### config.mk
export PLATFORM = sky130hd
export DESIGN_NAME = text_char_class_histogram
export DESIGN_NICKNAME = d
export VERILOG_FILES = /design/src/rtl/tcch_pkg.sv /design/src/rtl/tcch_bin_mem.sv /design/src/rtl/tcch_byte_path.sv /design/src/rtl/tcch_report_seq.sv /design/src/rtl/text_char_class_histogram.sv
export SDC_FILE = /design/constraint.sdc
export NUM_CORES = 2
export LEC_CHECK = 0
export ABC_AREA = 0
export ABC_CLOCK_PERIOD_IN_PS = 11200
export BUFFER_PORTS_ARGS = -buffer_cell sky130_fd_sc_hd__clkbuf_2
export CAP_MARGIN = 20
export CELL_PAD_IN_SITES_DETAIL_PLACEMENT = 2
export CELL_PAD_IN_SITES_GLOBAL_PLACEMENT = 2
export CORE_MARGIN = 2
export CORE_UTILIZATION = 30
export CTS_BUF_LIST = sky130_fd_sc_hd__clkbuf_4
export CTS_CLUSTER_DIAMETER = 80
export CTS_CLUSTER_SIZE = 10
export DETAILED_ROUTE_END_ITERATION = 8
export PLACE_DENSITY = 0.55
export SYNTH_ARGS = -nofsm -noshare
export SYNTH_HDL_FRONTEND = slang
export SYNTH_SLANG_ARGS = --single-unit
### constraint.sdc
create_clock -name clk -period 11.2 [get_ports clk]
set_clock_uncertainty 0.15 [all_clocks]
set_input_delay 2.24 -clock clk [delete_from_list [all_inputs] [get_ports clk]]
set_output_delay 2.24 -clock clk [all_outputs]
set_load 0.01 [all_outputs]
### src/rtl/tcch_pkg.sv
// ----------------------------------------------------------------------------
// tcch_pkg
// Shared constants and types for the character class histogram block.
// ----------------------------------------------------------------------------
`default_nettype none

package tcch_pkg;

  localparam int CHUNK_LIMIT_DEF = 255;
  localparam int COUNT_WIDTH_DEF = 32;
  localparam int BIN_COUNT       = 26;
  localparam int BIN_ADDR_W      = $clog2(BIN_COUNT);

  localparam int TOTAL_COUNT  = 5;
  localparam int TOT_SEL_W    = $clog2(TOTAL_COUNT);
  localparam int REPORT_COUNT = TOTAL_COUNT + BIN_COUNT;
  localparam int IDX_W        = 5;
  localparam int REPORT_W     = 32;
  localparam int OUT_DATA_W   = ((IDX_W + REPORT_W + 7) / 8) * 8;

  localparam logic OP_DATA   = 1'b0;
  localparam logic OP_REPORT = 1'b1;

  localparam logic [IDX_W-1:0] IDX_LINES    = IDX_W'(0);
  localparam logic [IDX_W-1:0] IDX_CHARS    = IDX_W'(1);
  localparam logic [IDX_W-1:0] IDX_LETTERS  = IDX_W'(2);
  localparam logic [IDX_W-1:0] IDX_DIGITS   = IDX_W'(3);
  localparam logic [IDX_W-1:0] IDX_OTHERS   = IDX_W'(4);
  localparam logic [IDX_W-1:0] IDX_BIN_BASE = IDX_W'(TOTAL_COUNT);
  localparam logic [IDX_W-1:0] IDX_LAST     = IDX_W'(REPORT_COUNT - 1);

  localparam logic [7:0] CH_NUL   = 8'h00;
  localparam logic [7:0] CH_NL    = 8'h0A;
  localparam logic [7:0] CH_D0    = 8'h30;
  localparam logic [7:0] CH_D9    = 8'h39;
  localparam logic [7:0] CH_UA    = 8'h41;
  localparam logic [7:0] CH_UZ    = 8'h5A;
  localparam logic [7:0] CH_LA    = 8'h61;
  localparam logic [7:0] CH_LZ    = 8'h7A;
  localparam logic [7:0] CASE_BIT = 8'h20;

  typedef struct packed {
    logic                  en;
    logic [BIN_ADDR_W-1:0] addr;
  } bin_port_t;

endpackage

`default_nettype wire

### src/rtl/tcch_bin_mem.sv
// ----------------------------------------------------------------------------
// tcch_bin_mem
// Letter bin store: one write port, one registered read port, per-entry
// valid bits so that never-written bins read as zero after reset.
// ----------------------------------------------------------------------------
`default_nettype none

module tcch_bin_mem #(
  parameter int COUNT_WIDTH = tcch_pkg::COUNT_WIDTH_DEF
) (
  input  wire logic                   clk,
  input  wire logic                   rst_n,
  input  wire tcch_pkg::bin_port_t    rd,
  input  wire tcch_pkg::bin_port_t    wr,
  input  wire logic [COUNT_WIDTH-1:0] wr_data,
  output logic      [COUNT_WIDTH-1:0] rd_data
);
  import tcch_pkg::*;

  logic [COUNT_WIDTH-1:0] mem [BIN_COUNT];
  logic [BIN_COUNT-1:0]   valid_r;
  logic [COUNT_WIDTH-1:0] rd_data_r;

  always_ff @(posedge clk) begin
    if (wr.en) begin
      mem[wr.addr] <= wr_data;
    end
    if (rd.en) begin
      rd_data_r <= valid_r[rd.addr] ? mem[rd.addr] : '0;
    end
  end

  always_ff @(posedge clk) begin
    if (!rst_n) begin
      valid_r <= '0;
    end else if (wr.en) begin
      valid_r[wr.addr] <= 1'b1;
    end
  end

  assign rd_data = rd_data_r;

endmodule

`default_nettype wire

### src/rtl/tcch_byte_path.sv
// ----------------------------------------------------------------------------
// tcch_byte_path
// Chunk tracking, byte classification, total counters and the
// read-modify-write of the letter bins with write-to-read forwarding.
// ----------------------------------------------------------------------------
`default_nettype none

module tcch_byte_path #(
  parameter int CHUNK_LIMIT = tcch_pkg::CHUNK_LIMIT_DEF,
  parameter int COUNT_WIDTH = tcch_pkg::COUNT_WIDTH_DEF
) (
  input  wire logic                   clk,
  input  wire logic                   rst_n,
  input  wire logic                   byte_go,
  input  wire logic [7:0]             text_byte,
  input  wire logic [COUNT_WIDTH-1:0] bin_rd_data,
  output tcch_pkg::bin_port_t         bin_rd,
  output tcch_pkg::bin_port_t         bin_wr,
  output logic      [COUNT_WIDTH-1:0] bin_wr_data,
  output logic [tcch_pkg::TOTAL_COUNT-1:0][COUNT_WIDTH-1:0] totals
);
  import tcch_pkg::*;

  localparam int FILL_W = $clog2(CHUNK_LIMIT + 1);
  localparam logic [COUNT_WIDTH-1:0] ONE = COUNT_WIDTH'(1);

  logic                  open_r;
  logic [FILL_W-1:0]     fill_r;
  logic                  zseen_r;
  logic [TOTAL_COUNT-1:0][COUNT_WIDTH-1:0] tot_r;

  logic                  s1_valid_r;
  logic [BIN_ADDR_W-1:0] s1_addr_r;
  logic                  byp_hit_r;
  logic [COUNT_WIDTH-1:0] byp_data_r;

  logic [FILL_W-1:0]     fill_base;
  logic [FILL_W-1:0]     fill_new;
  logic                  zero_base;
  logic                  counted;
  logic                  is_upper;
  logic                  is_lower;
  logic                  is_letter;
  logic                  is_digit;
  logic                  closes;
  logic [BIN_ADDR_W-1:0] bin_addr;
  logic                  bin_go;
  logic [COUNT_WIDTH-1:0] bin_old;

  always_comb begin
    fill_base = open_r ? fill_r : '0;
    zero_base = open_r ? zseen_r : 1'b0;
    fill_new  = fill_base + FILL_W'(1);
    counted   = (text_byte != CH_NUL) && !zero_base && (text_byte != CH_NL);
    is_upper  = (text_byte >= CH_UA) && (text_byte <= CH_UZ);
    is_lower  = (text_byte >= CH_LA) && (text_byte <= CH_LZ);
    is_letter = is_upper || is_lower;
    is_digit  = (text_byte >= CH_D0) && (text_byte <= CH_D9);
    closes    = (text_byte == CH_NL) || (fill_new >= FILL_W'(CHUNK_LIMIT));
    bin_addr  = BIN_ADDR_W'((text_byte | CASE_BIT) - CH_LA);
    bin_go    = byte_go && counted && is_letter;
  end

  always_ff @(posedge clk) begin
    if (!rst_n) begin
      open_r  <= 1'b0;
      fill_r  <= '0;
      zseen_r <= 1'b0;
      tot_r   <= '0;
    end else if (byte_go) begin
      if (closes) begin
        open_r  <= 1'b0;
        fill_r  <= '0;
        zseen_r <= 1'b0;
      end else begin
        open_r  <= 1'b1;
        fill_r  <= fill_new;
        zseen_r <= zero_base || (text_byte == CH_NUL);
      end
      if (!open_r) begin
        tot_r[TOT_SEL_W'(IDX_LINES)] <= tot_r[TOT_SEL_W'(IDX_LINES)] + ONE;
      end
      if (counted) begin
        tot_r[TOT_SEL_W'(IDX_CHARS)] <= tot_r[TOT_SEL_W'(IDX_CHARS)] + ONE;
        if (is_letter) begin
          tot_r[TOT_SEL_W'(IDX_LETTERS)] <= tot_r[TOT_SEL_W'(IDX_LETTERS)] + ONE;
        end else if (is_digit) begin
          tot_r[TOT_SEL_W'(IDX_DIGITS)] <= tot_r[TOT_SEL_W'(IDX_DIGITS)] + ONE;
        end else begin
          tot_r[TOT_SEL_W'(IDX_OTHERS)] <= tot_r[TOT_SEL_W'(IDX_OTHERS)] + ONE;
        end
      end
    end
  end

  // forward the bin being written when the next read hits the same bin
  always_comb begin
    bin_old     = byp_hit_r ? byp_data_r : bin_rd_data;
    bin_wr_data = bin_old + ONE;
    bin_wr.en   = s1_valid_r;
    bin_wr.addr = s1_addr_r;
    bin_rd.en   = bin_go;
    bin_rd.addr = bin_addr;
  end

  always_ff @(posedge clk) begin
    if (!rst_n) begin
      s1_valid_r <= 1'b0;
      byp_hit_r  <= 1'b0;
    end else begin
      s1_valid_r <= bin_go;
      byp_hit_r  <= bin_go && s1_valid_r && (s1_addr_r == bin_addr);
    end
  end

  always_ff @(posedge clk) begin
    s1_addr_r  <= bin_addr;
    byp_data_r <= bin_wr_data;
  end

  assign totals = tot_r;

endmodule

`default_nettype wire

### src/rtl/tcch_report_seq.sv
// ----------------------------------------------------------------------------
// tcch_report_seq
// Report sequencer: walks the 31 counters, reads the bins through the
// shared read port and holds each result beat in an output register.
// ----------------------------------------------------------------------------
`default_nettype none

module tcch_report_seq #(
  parameter int COUNT_WIDTH = tcch_pkg::COUNT_WIDTH_DEF
) (
  input  wire logic                   clk,
  input  wire logic                   rst_n,
  input  wire logic                   start,
  input  wire logic                   out_ready,
  input  wire logic [tcch_pkg::TOTAL_COUNT-1:0][COUNT_WIDTH-1:0] totals,
  input  wire logic [COUNT_WIDTH-1:0] bin_rd_data,
  output tcch_pkg::bin_port_t         bin_rd,
  output logic                        busy,
  output logic                        out_valid,
  output logic [tcch_pkg::IDX_W-1:0]  out_idx,
  output logic [tcch_pkg::REPORT_W-1:0] out_value,
  output logic                        out_last
);
  import tcch_pkg::*;

  logic             active_r;
  logic [IDX_W-1:0] iss_idx_r;
  logic             rs_valid_r;
  logic [IDX_W-1:0] rs_idx_r;
  logic             out_valid_r;
  logic [IDX_W-1:0] out_idx_r;
  logic [REPORT_W-1:0] out_value_r;
  logic             out_last_r;

  logic             adv;
  logic             issue;
  logic [COUNT_WIDTH-1:0] rs_value;

  always_comb begin
    adv         = !out_valid_r || out_ready;
    issue       = adv && active_r;
    bin_rd.en   = issue && (iss_idx_r >= IDX_BIN_BASE);
    bin_rd.addr = BIN_ADDR_W'(iss_idx_r - IDX_BIN_BASE);
    if (rs_idx_r < IDX_BIN_BASE) begin
      rs_value = totals[TOT_SEL_W'(rs_idx_r)];
    end else begin
      rs_value = bin_rd_data;
    end
    busy = active_r || rs_valid_r;
  end

  always_ff @(posedge clk) begin
    if (!rst_n) begin
      active_r    <= 1'b0;
      iss_idx_r   <= '0;
      rs_valid_r  <= 1'b0;
      out_valid_r <= 1'b0;
    end else begin
      if (start) begin
        active_r  <= 1'b1;
        iss_idx_r <= IDX_LINES;
      end else if (issue) begin
        iss_idx_r <= iss_idx_r + IDX_W'(1);
        if (iss_idx_r == IDX_LAST) begin
          active_r <= 1'b0;
        end
      end
      if (adv) begin
        rs_valid_r  <= issue;
        out_valid_r <= rs_valid_r;
      end
    end
  end

  always_ff @(posedge clk) begin
    if (issue) begin
      rs_idx_r <= iss_idx_r;
    end
    if (adv && rs_valid_r) begin
      out_idx_r   <= rs_idx_r;
      out_value_r <= REPORT_W'(rs_value);
      out_last_r  <= (rs_idx_r == IDX_LAST);
    end
  end

  assign out_valid = out_valid_r;
  assign out_idx   = out_idx_r;
  assign out_value = out_value_r;
  assign out_last  = out_last_r;

endmodule

`default_nettype wire

### src/rtl/text_char_class_histogram.sv
// ----------------------------------------------------------------------------
// text_char_class_histogram
// Line, character class and case-folded letter histogram counter over a
// byte stream, with a 31-beat report on an end-of-input beat.
// ----------------------------------------------------------------------------
// Data bytes are taken one per cycle with no gaps while no report runs; a
// letter's bin update is a read-modify-write on the bin memory, with the
// write forwarded to a back-to-back read of the same bin. An end-of-input
// beat starts a report of 31 result beats (lines, chars, letters, digits,
// others, bins a..z), which pass through issue, read and output registers,
// one per cycle while the sink is ready. The input is held off for the
// length of the report, since it reads the bins over the memory's single
// read port. Counters keep running across reports and wrap at their width.
// ----------------------------------------------------------------------------
`default_nettype none

module text_char_class_histogram #(
  parameter int CHUNK_LIMIT = tcch_pkg::CHUNK_LIMIT_DEF,
  parameter int COUNT_WIDTH = tcch_pkg::COUNT_WIDTH_DEF
) (
  input  wire logic                            clk,
  input  wire logic                            rst_n,
  input  wire logic                            in_tvalid,
  output logic                                 in_tready,
  input  wire logic [7:0]                      in_tdata,  // [7:0] text_byte
  input  wire logic                            in_tuser,  // [0] op
  output logic                                 out_tvalid,
  input  wire logic                            out_tready,
  output logic [tcch_pkg::OUT_DATA_W-1:0]      out_tdata, // [4:0] report_index,
                                                          // [36:5] report_value
  output logic                                 out_tlast  // report_last
);
  import tcch_pkg::*;

  logic                   in_beat;
  logic                   byte_go;
  logic                   report_go;
  logic                   seq_busy;
  bin_port_t              byte_rd;
  bin_port_t              seq_rd;
  bin_port_t              mem_rd;
  bin_port_t              mem_wr;
  logic [COUNT_WIDTH-1:0] mem_wr_data;
  logic [COUNT_WIDTH-1:0] mem_rd_data;
  logic [TOTAL_COUNT-1:0][COUNT_WIDTH-1:0] totals;
  logic [IDX_W-1:0]       rep_idx;
  logic [REPORT_W-1:0]    rep_value;

  always_comb begin
    in_tready = !seq_busy;
    in_beat   = in_tvalid && in_tready;
    byte_go   = in_beat && (in_tuser == OP_DATA);
    report_go = in_beat && (in_tuser == OP_REPORT);
    mem_rd    = seq_rd.en ? seq_rd : byte_rd;
    out_tdata = OUT_DATA_W'({rep_value, rep_idx});
  end

  tcch_byte_path #(
    .CHUNK_LIMIT (CHUNK_LIMIT),
    .COUNT_WIDTH (COUNT_WIDTH)
  ) u_byte_path (
    .clk         (clk),
    .rst_n       (rst_n),
    .byte_go     (byte_go),
    .text_byte   (in_tdata),
    .bin_rd_data (mem_rd_data),
    .bin_rd      (byte_rd),
    .bin_wr      (mem_wr),
    .bin_wr_data (mem_wr_data),
    .totals      (totals)
  );

  tcch_bin_mem #(
    .COUNT_WIDTH (COUNT_WIDTH)
  ) u_bin_mem (
    .clk     (clk),
    .rst_n   (rst_n),
    .rd      (mem_rd),
    .wr      (mem_wr),
    .wr_data (mem_wr_data),
    .rd_data (mem_rd_data)
  );

  tcch_report_seq #(
    .COUNT_WIDTH (COUNT_WIDTH)
  ) u_report_seq (
    .clk         (clk),
    .rst_n       (rst_n),
    .start       (report_go),
    .out_ready   (out_tready),
    .totals      (totals),
    .bin_rd_data (mem_rd_data),
    .bin_rd      (seq_rd),
    .busy        (seq_busy),
    .out_valid   (out_tvalid),
    .out_idx     (rep_idx),
    .out_value   (rep_value),
    .out_last    (out_tlast)
  );

  a_last_index: assert property (@(posedge clk) disable iff (!rst_n)
    out_tvalid && out_tlast |-> out_tdata[IDX_W-1:0] == IDX_LAST)
    else $error("last report beat carries wrong index");

  a_report_holds_input: assert property (@(posedge clk) disable iff (!rst_n)
    in_tvalid && in_tready && (in_tuser == OP_REPORT) |=> !in_tready)
    else $error("input taken while report starts");

  a_index_steps: assert property (@(posedge clk) disable iff (!rst_n)
    out_tvalid && out_tready && !out_tlast |=>
      out_tvalid && (out_tdata[IDX_W-1:0] == IDX_W'($past(out_tdata[IDX_W-1:0]) + 1)))
    else $error("report beats not contiguous");

  a_no_bin_clash: assert property (@(posedge clk) disable iff (!rst_n)
    seq_rd.en |-> !byte_rd.en && !mem_wr.en)
    else $error("report read overlaps bin update");

endmodule

`default_nettype wire
==> impl_results.html <==
<table>
<tr><th>Metric</th><th>Value</th></tr>
<tr><th colspan="2">Logic synthesis</th></tr>
<tr><td>Most frequent cells after synthesis</td><td>sky130_fd_sc_hd__edfxtp_1, sky130_fd_sc_hd__nand2_1, sky130_fd_sc_hd__nor2_1, sky130_fd_sc_hd__dfxtp_1, sky130_fd_sc_hd__nand3_1</td></tr>
<tr><td>Number of flops mapped to enable cells by yosys</td><td>907</td></tr>
<tr><td>Proportion of register bits with asynchronous set or reset after synthesis</td><td>0%</td></tr>
<tr><td>Portion of synthesized cell area occupied by the leading cell type</td><td>57.3%</td></tr>
<tr><td>Post-Synthesis Cells</td><td>3883</td></tr>
<tr><td>Leading post-synthesis cells by cell area</td><td>sky130_fd_sc_hd__edfxtp_1, sky130_fd_sc_hd__dfxtp_1, sky130_fd_sc_hd__nand2_1</td></tr>
<tr><td>Unique masters post-synth</td><td>77</td></tr>
<tr><td>Commonest register cell after synthesis</td><td>sky130_fd_sc_hd__edfxtp_1</td></tr>
<tr><td>Mapped cell area</td><td>47500 um^2</td></tr>
<tr><td>Post-synthesis area per instance</td><td>12.2 um^2</td></tr>
<tr><td>Flip-flop and latch count after synthesis</td><td>1150</td></tr>
<tr><td>Top-count cell post-synth</td><td>sky130_fd_sc_hd__edfxtp_1</td></tr>
<tr><td>Fraction of the yosys area taken by sequential cells</td><td>67.5%</td></tr>
<tr><td>Synth warnings</td><td>0</td></tr>
<tr><td>Library cell occupying the most area in the post-synthesis netlist</td><td>sky130_fd_sc_hd__edfxtp_1</td></tr>
<tr><th colspan="2">Detailed routing</th></tr>
<tr><td>Antenna-violating nets left</td><td>0</td></tr>
<tr><td>Detailed-route via count</td><td>31500</td></tr>
<tr><td>DR iter-0 viols</td><td>2067</td></tr>
<tr><td>Average vias per placed instance</td><td>5.18</td></tr>
<tr><td>Wire per inst</td><td>26.7 um</td></tr>
<tr><td>Met1 WL</td><td>74.4 mm</td></tr>
<tr><td>Detailed-route wire length</td><td>162 mm</td></tr>
<tr><td>Number of remaining DRC errors</td><td>0</td></tr>
<tr><td>Detail Route met2 WL</td><td>78.6 mm</td></tr>
<tr><td>Met3 routed wirelength</td><td>6.17 mm</td></tr>
<tr><td>DR pass1 iterations</td><td>5</td></tr>
<tr><td>Highest metal layer with signal wires</td><td>met5</td></tr>
<tr><th colspan="2">Pwr</th></tr>
<tr><td>Pwr/cell area</td><td>145 nW/um^2</td></tr>
<tr><td>Cell leakage power</td><td>0.0171 uW</td></tr>
<tr><td>Highest ir drop seen on vdd</td><td>0.102 mV</td></tr>
<tr><td>Sum of internal, switching and leakage power</td><td>7590 uW</td></tr>
<tr><th colspan="2">Die</th></tr>
<tr><td>Cell row count</td><td>146</td></tr>
<tr><td>Area of the die</td><td>162000 um^2</td></tr>
<tr><td>I/O pin total</td><td>56</td></tr>
<tr><td>Die Wd</td><td>402 um</td></tr>
<tr><td>Core outline area</td><td>158000 um^2</td></tr>
<tr><td>Initial Utilization</td><td>30.1%</td></tr>
<tr><td>Overall die height</td><td>402 um</td></tr>
<tr><th colspan="2">STA</th></tr>
<tr><td>Max Clock Freq</td><td>0.195 GHz</td></tr>
<tr><td>Slew Limit Headroom</td><td>28.2%</td></tr>
<tr><td>Min Tclk post-route</td><td>5.14 ns</td></tr>
<tr><td>Slew of the pin with the lowest slew margin</td><td>1.07 ns</td></tr>
<tr><td>Worst hold margin</td><td>0.344 ns</td></tr>
<tr><td>Unrepaired setup endpoints after global routing</td><td>false</td></tr>
<tr><td>Total Negative Setup Slacks</td><td>0 ns</td></tr>
<tr><td>Count of endpoints failing hold in the final timing report</td><td>0</td></tr>
<tr><td>Max Transition Viols Final</td><td>0</td></tr>
<tr><td>Setup violations, final</td><td>0</td></tr>
<tr><td>Period Utilization, post-route</td><td>45.9%</td></tr>
<tr><th colspan="2">Global route</th></tr>
<tr><td>Wire length of the first global-routing pass</td><td>236 mm</td></tr>
<tr><td>Total global-route track usage</td><td>20.0%</td></tr>
<tr><td>Vias in the first global route</td><td>33500</td></tr>
<tr><td>Largest net degree at the start of global routing</td><td>151</td></tr>
<tr><td>Final global-route overflow total</td><td>0</td></tr>
<tr><td>Initial antenna violation count</td><td>6</td></tr>
<tr><th colspan="2">Worst setup path</th></tr>
<tr><td>Top cell family by delay on the critical path</td><td>buffers and inverters</td></tr>
<tr><td>Depth of the worst register-to-register path</td><td>9</td></tr>
<tr><td>Crit-path cells</td><td>clkbuf_2 -&gt; inv_1 -&gt; ha_1 -&gt; xnor2_1 -&gt; inv_1 -&gt; nand2_1 -&gt; mux2i_4 -&gt; buf_4 -&gt; buf_4 -&gt; a32oi_1 -&gt; and3_1 -&gt; a31oi_1 -&gt; a221oi_2</td></tr>
<tr><td>Endpoint kind of the worst setup timing path</td><td>flop</td></tr>
<tr><td>Setup crit start kind</td><td>input pin</td></tr>
<tr><td>Maximum fanout encountered on the critical timing path</td><td>50</td></tr>
<tr><td>Critical Path Max Stage Delay</td><td>0.83 ns</td></tr>
<tr><td>Crit Reg-Reg Startpoint</td><td>u_byte_path.byp_hit_r</td></tr>
<tr><td>Setup slack of the worst register-to-register path</td><td>6.45 ns</td></tr>
<tr><td>Slowest stage cell, crit path</td><td>sky130_fd_sc_hd__buf_4</td></tr>
<tr><td>Capture point of the worst reg-to-reg path</td><td>u_bin_mem.mem[18][28]</td></tr>
<tr><td>Arrival time at the worst endpoint</td><td>5.86 ns</td></tr>
<tr><td>Classification of the worst setup path</td><td>in2reg</td></tr>
<tr><td>Worst path buffer plus inverter count</td><td>5</td></tr>
<tr><td>Required time reported for the critical path endpoint</td><td>11.92 ns</td></tr>
<tr><th colspan="2">Placed design</th></tr>
<tr><td>Gpl congestion</td><td>0.717</td></tr>
<tr><td>Placed standard-cell area</td><td>50500 um^2</td></tr>
<tr><td>Sum of net half-perimeters after detailed placement</td><td>92.2 mm</td></tr>
<tr><td>Count of port buffers added during placement</td><td>52</td></tr>
<tr><th colspan="2">Clock network</th></tr>
<tr><td>Post-CTS Repair Setup Buffers</td><td>0</td></tr>
<tr><td>Cts hold-fix bufs</td><td>0</td></tr>
<tr><td>H-Tree Level Count</td><td>4</td></tr>
<tr><td>Clk sinks</td><td>1150</td></tr>
<tr><td>Clock latency at the later pin of the worst-skew pair</td><td>1.16 ns</td></tr>
<tr><td>Worst-path clk slew</td><td>0.12 ns</td></tr>
<tr><td>Library cell used as clock root buffer</td><td>sky130_fd_sc_hd__clkbuf_4</td></tr>
<tr><td>Clock tree from TritonCTS</td><td>done</td></tr>
<tr><td>Post_cts resized</td><td>0</td></tr>
<tr><td>Buffer depth of the longest clock path</td><td>3</td></tr>
<tr><td>Number of buffers created by CTS</td><td>134</td></tr>
<tr><th colspan="2">Worst hold path</th></tr>
<tr><td>Hold Path Depth</td><td>2</td></tr>
<tr><td>Hold Path Class</td><td>reg2reg</td></tr>
<tr><td>Hold worst-path end</td><td>u_bin_mem.valid_r[16]</td></tr>
<tr><td>Hold wc startpoint</td><td>u_bin_mem.valid_r[16]</td></tr>
<tr><th colspan="2">Finish</th></tr>
<tr><td>Post-layout util</td><td>33.0%</td></tr>
<tr><td>Share of cells above drive strength 1</td><td>12.5%</td></tr>
<tr><td>Area of all placed cells without fillers</td><td>52200 um^2</td></tr>
<tr><td>Final net count</td><td>3967</td></tr>
<tr><td>Syn-to-layout area delta</td><td>9.71%</td></tr>
<tr><th colspan="2">Flow run</th></tr>
<tr><td>Number of maximum-capacitance constraint violations</td><td>0</td></tr>
<tr><th colspan="2">Run status</th></tr>
<tr><td>Outcome</td><td>completed</td></tr>
</table>
power by group:
group	internal (uW)	leakage [uW]	total, uW	switching, uW
registers	4590	0.0101	4610	21.0
clock network	854	0.000934	2340	1490
logic	176	0.00606	639	463
layout by cell type (no fill, tap or decap), types with 52 or more instances in the layout:
| cell type | count |
|---|---|
| sky130_fd_sc_hd__edfxtp_1 | 907 |
| sky130_fd_sc_hd__nand2_1 | 866 |
| sky130_fd_sc_hd__nor2_1 | 258 |
| sky130_fd_sc_hd__dfxtp_1 | 242 |
| sky130_fd_sc_hd__nand3_1 | 209 |
| sky130_fd_sc_hd__clkbuf_4 | 180 |
| sky130_fd_sc_hd__a21oi_1 | 167 |
| sky130_fd_sc_hd__a31oi_1 | 133 |
| sky130_fd_sc_hd__xor2_1 | 105 |
| sky130_fd_sc_hd__a32oi_1 | 99 |
| sky130_fd_sc_hd__buf_4 | 76 |
| sky130_fd_sc_hd__and3_1 | 66 |
| sky130_fd_sc_hd__xnor2_1 | 64 |
| sky130_fd_sc_hd__mux2i_1 | 60 |
| sky130_fd_sc_hd__o21ai_0 | 60 |
| sky130_fd_sc_hd__clkbuf_2 | 52 |
metal layers:
metal	vias to the layer above	track usage [%]
li1	14200	-
met1	16600	27.0
met2	535	33.5
met3	189	2.97
met4	2	5.14
met5	-	0
area by class of cell:
type                       count  area, um^2
timing repair buffer         142        1050
inverter                      30         118
clock inverter                18         221
sequential                  1150       32100
fill                       16700      106000
multi-input combinational   2481       14700
tap                         2072        2590
clock buffer                 180        1350
antenna                        5        12.5
cell families (layout without fill, tap and decap cells):
family | count (synthesis) | after routing | synth area share (%)
AOI/OAI and AO/OA | 527 | 527 | 7.68
xor gates and xnor gates | 187 | 187 | 3.44
adders and majority gates | 15 | 15 | 0.395
buffers and inverters | 254 | 370 | 2.53
DFF | 1150 | 1150 | 67.5
muxes | 106 | 106 | 3.11
other | 1 | 8 | 0.00789
and+or+nand+nor | 1643 | 1643 | 15.3
worst max-delay path by stage:
stage | endpoint | from | depth (start not counted) | slack, ns
2_1_floorplan | u_bin_mem.mem[0][30] | u_byte_path.byp_hit_r | 15 | 6.10
3_3_place_gp | u_bin_mem.rd_data[7] | in_tdata[0] | 11 | 4.91
3_5_place_dp | u_bin_mem.rd_data[20] | in_tdata[0] | 11 | 4.84
4_1_cts | u_bin_mem.rd_data[24] | in_tdata[0] | 11 | 6.20
5_1_grt | u_bin_mem.rd_data[24] | in_tdata[0] | 11 | 5.93
6_report | u_bin_mem.rd_data[9] | in_tdata[0] | 13 | 6.06
through the flow:
step | worst slack, ns | cells
finish | 6.06 | 6078
CTS | 6.20 | 6067
global route | 5.93 | 6075
floorplan | 6.10 | 3885
detailed placement | 4.84 | 5869
global placement | 4.91 | 5864
worst reg2reg max path: stages, from the launching register on:
cell	delay [ns]
sky130_fd_sc_hd__dfxtp_2	0.63
sky130_fd_sc_hd__buf_4	0.61
sky130_fd_sc_hd__nand3_1	0.30
sky130_fd_sc_hd__a221oi_1	0.66
sky130_fd_sc_hd__nand3b_1	0.28
sky130_fd_sc_hd__nor4_1	0.88
sky130_fd_sc_hd__nor2b_1	0.39
sky130_fd_sc_hd__nor2b_1	0.25
sky130_fd_sc_hd__xnor2_2	0.14
sky130_fd_sc_hd__buf_8	0.19
state kept, by name, summed over array words and instances, names as in the netlist, 8 cells and up:
name                    cells
u_byte_path.fill_r          8
u_report_seq.out_value     32
u_bin_mem.mem             832
u_bin_mem.rd_data          32
u_byte_path.byp_data_r     32
u_byte_path.totals        160
u_bin_mem.valid_r          26
Note: power is estimated with default switching activity, not from simulation.
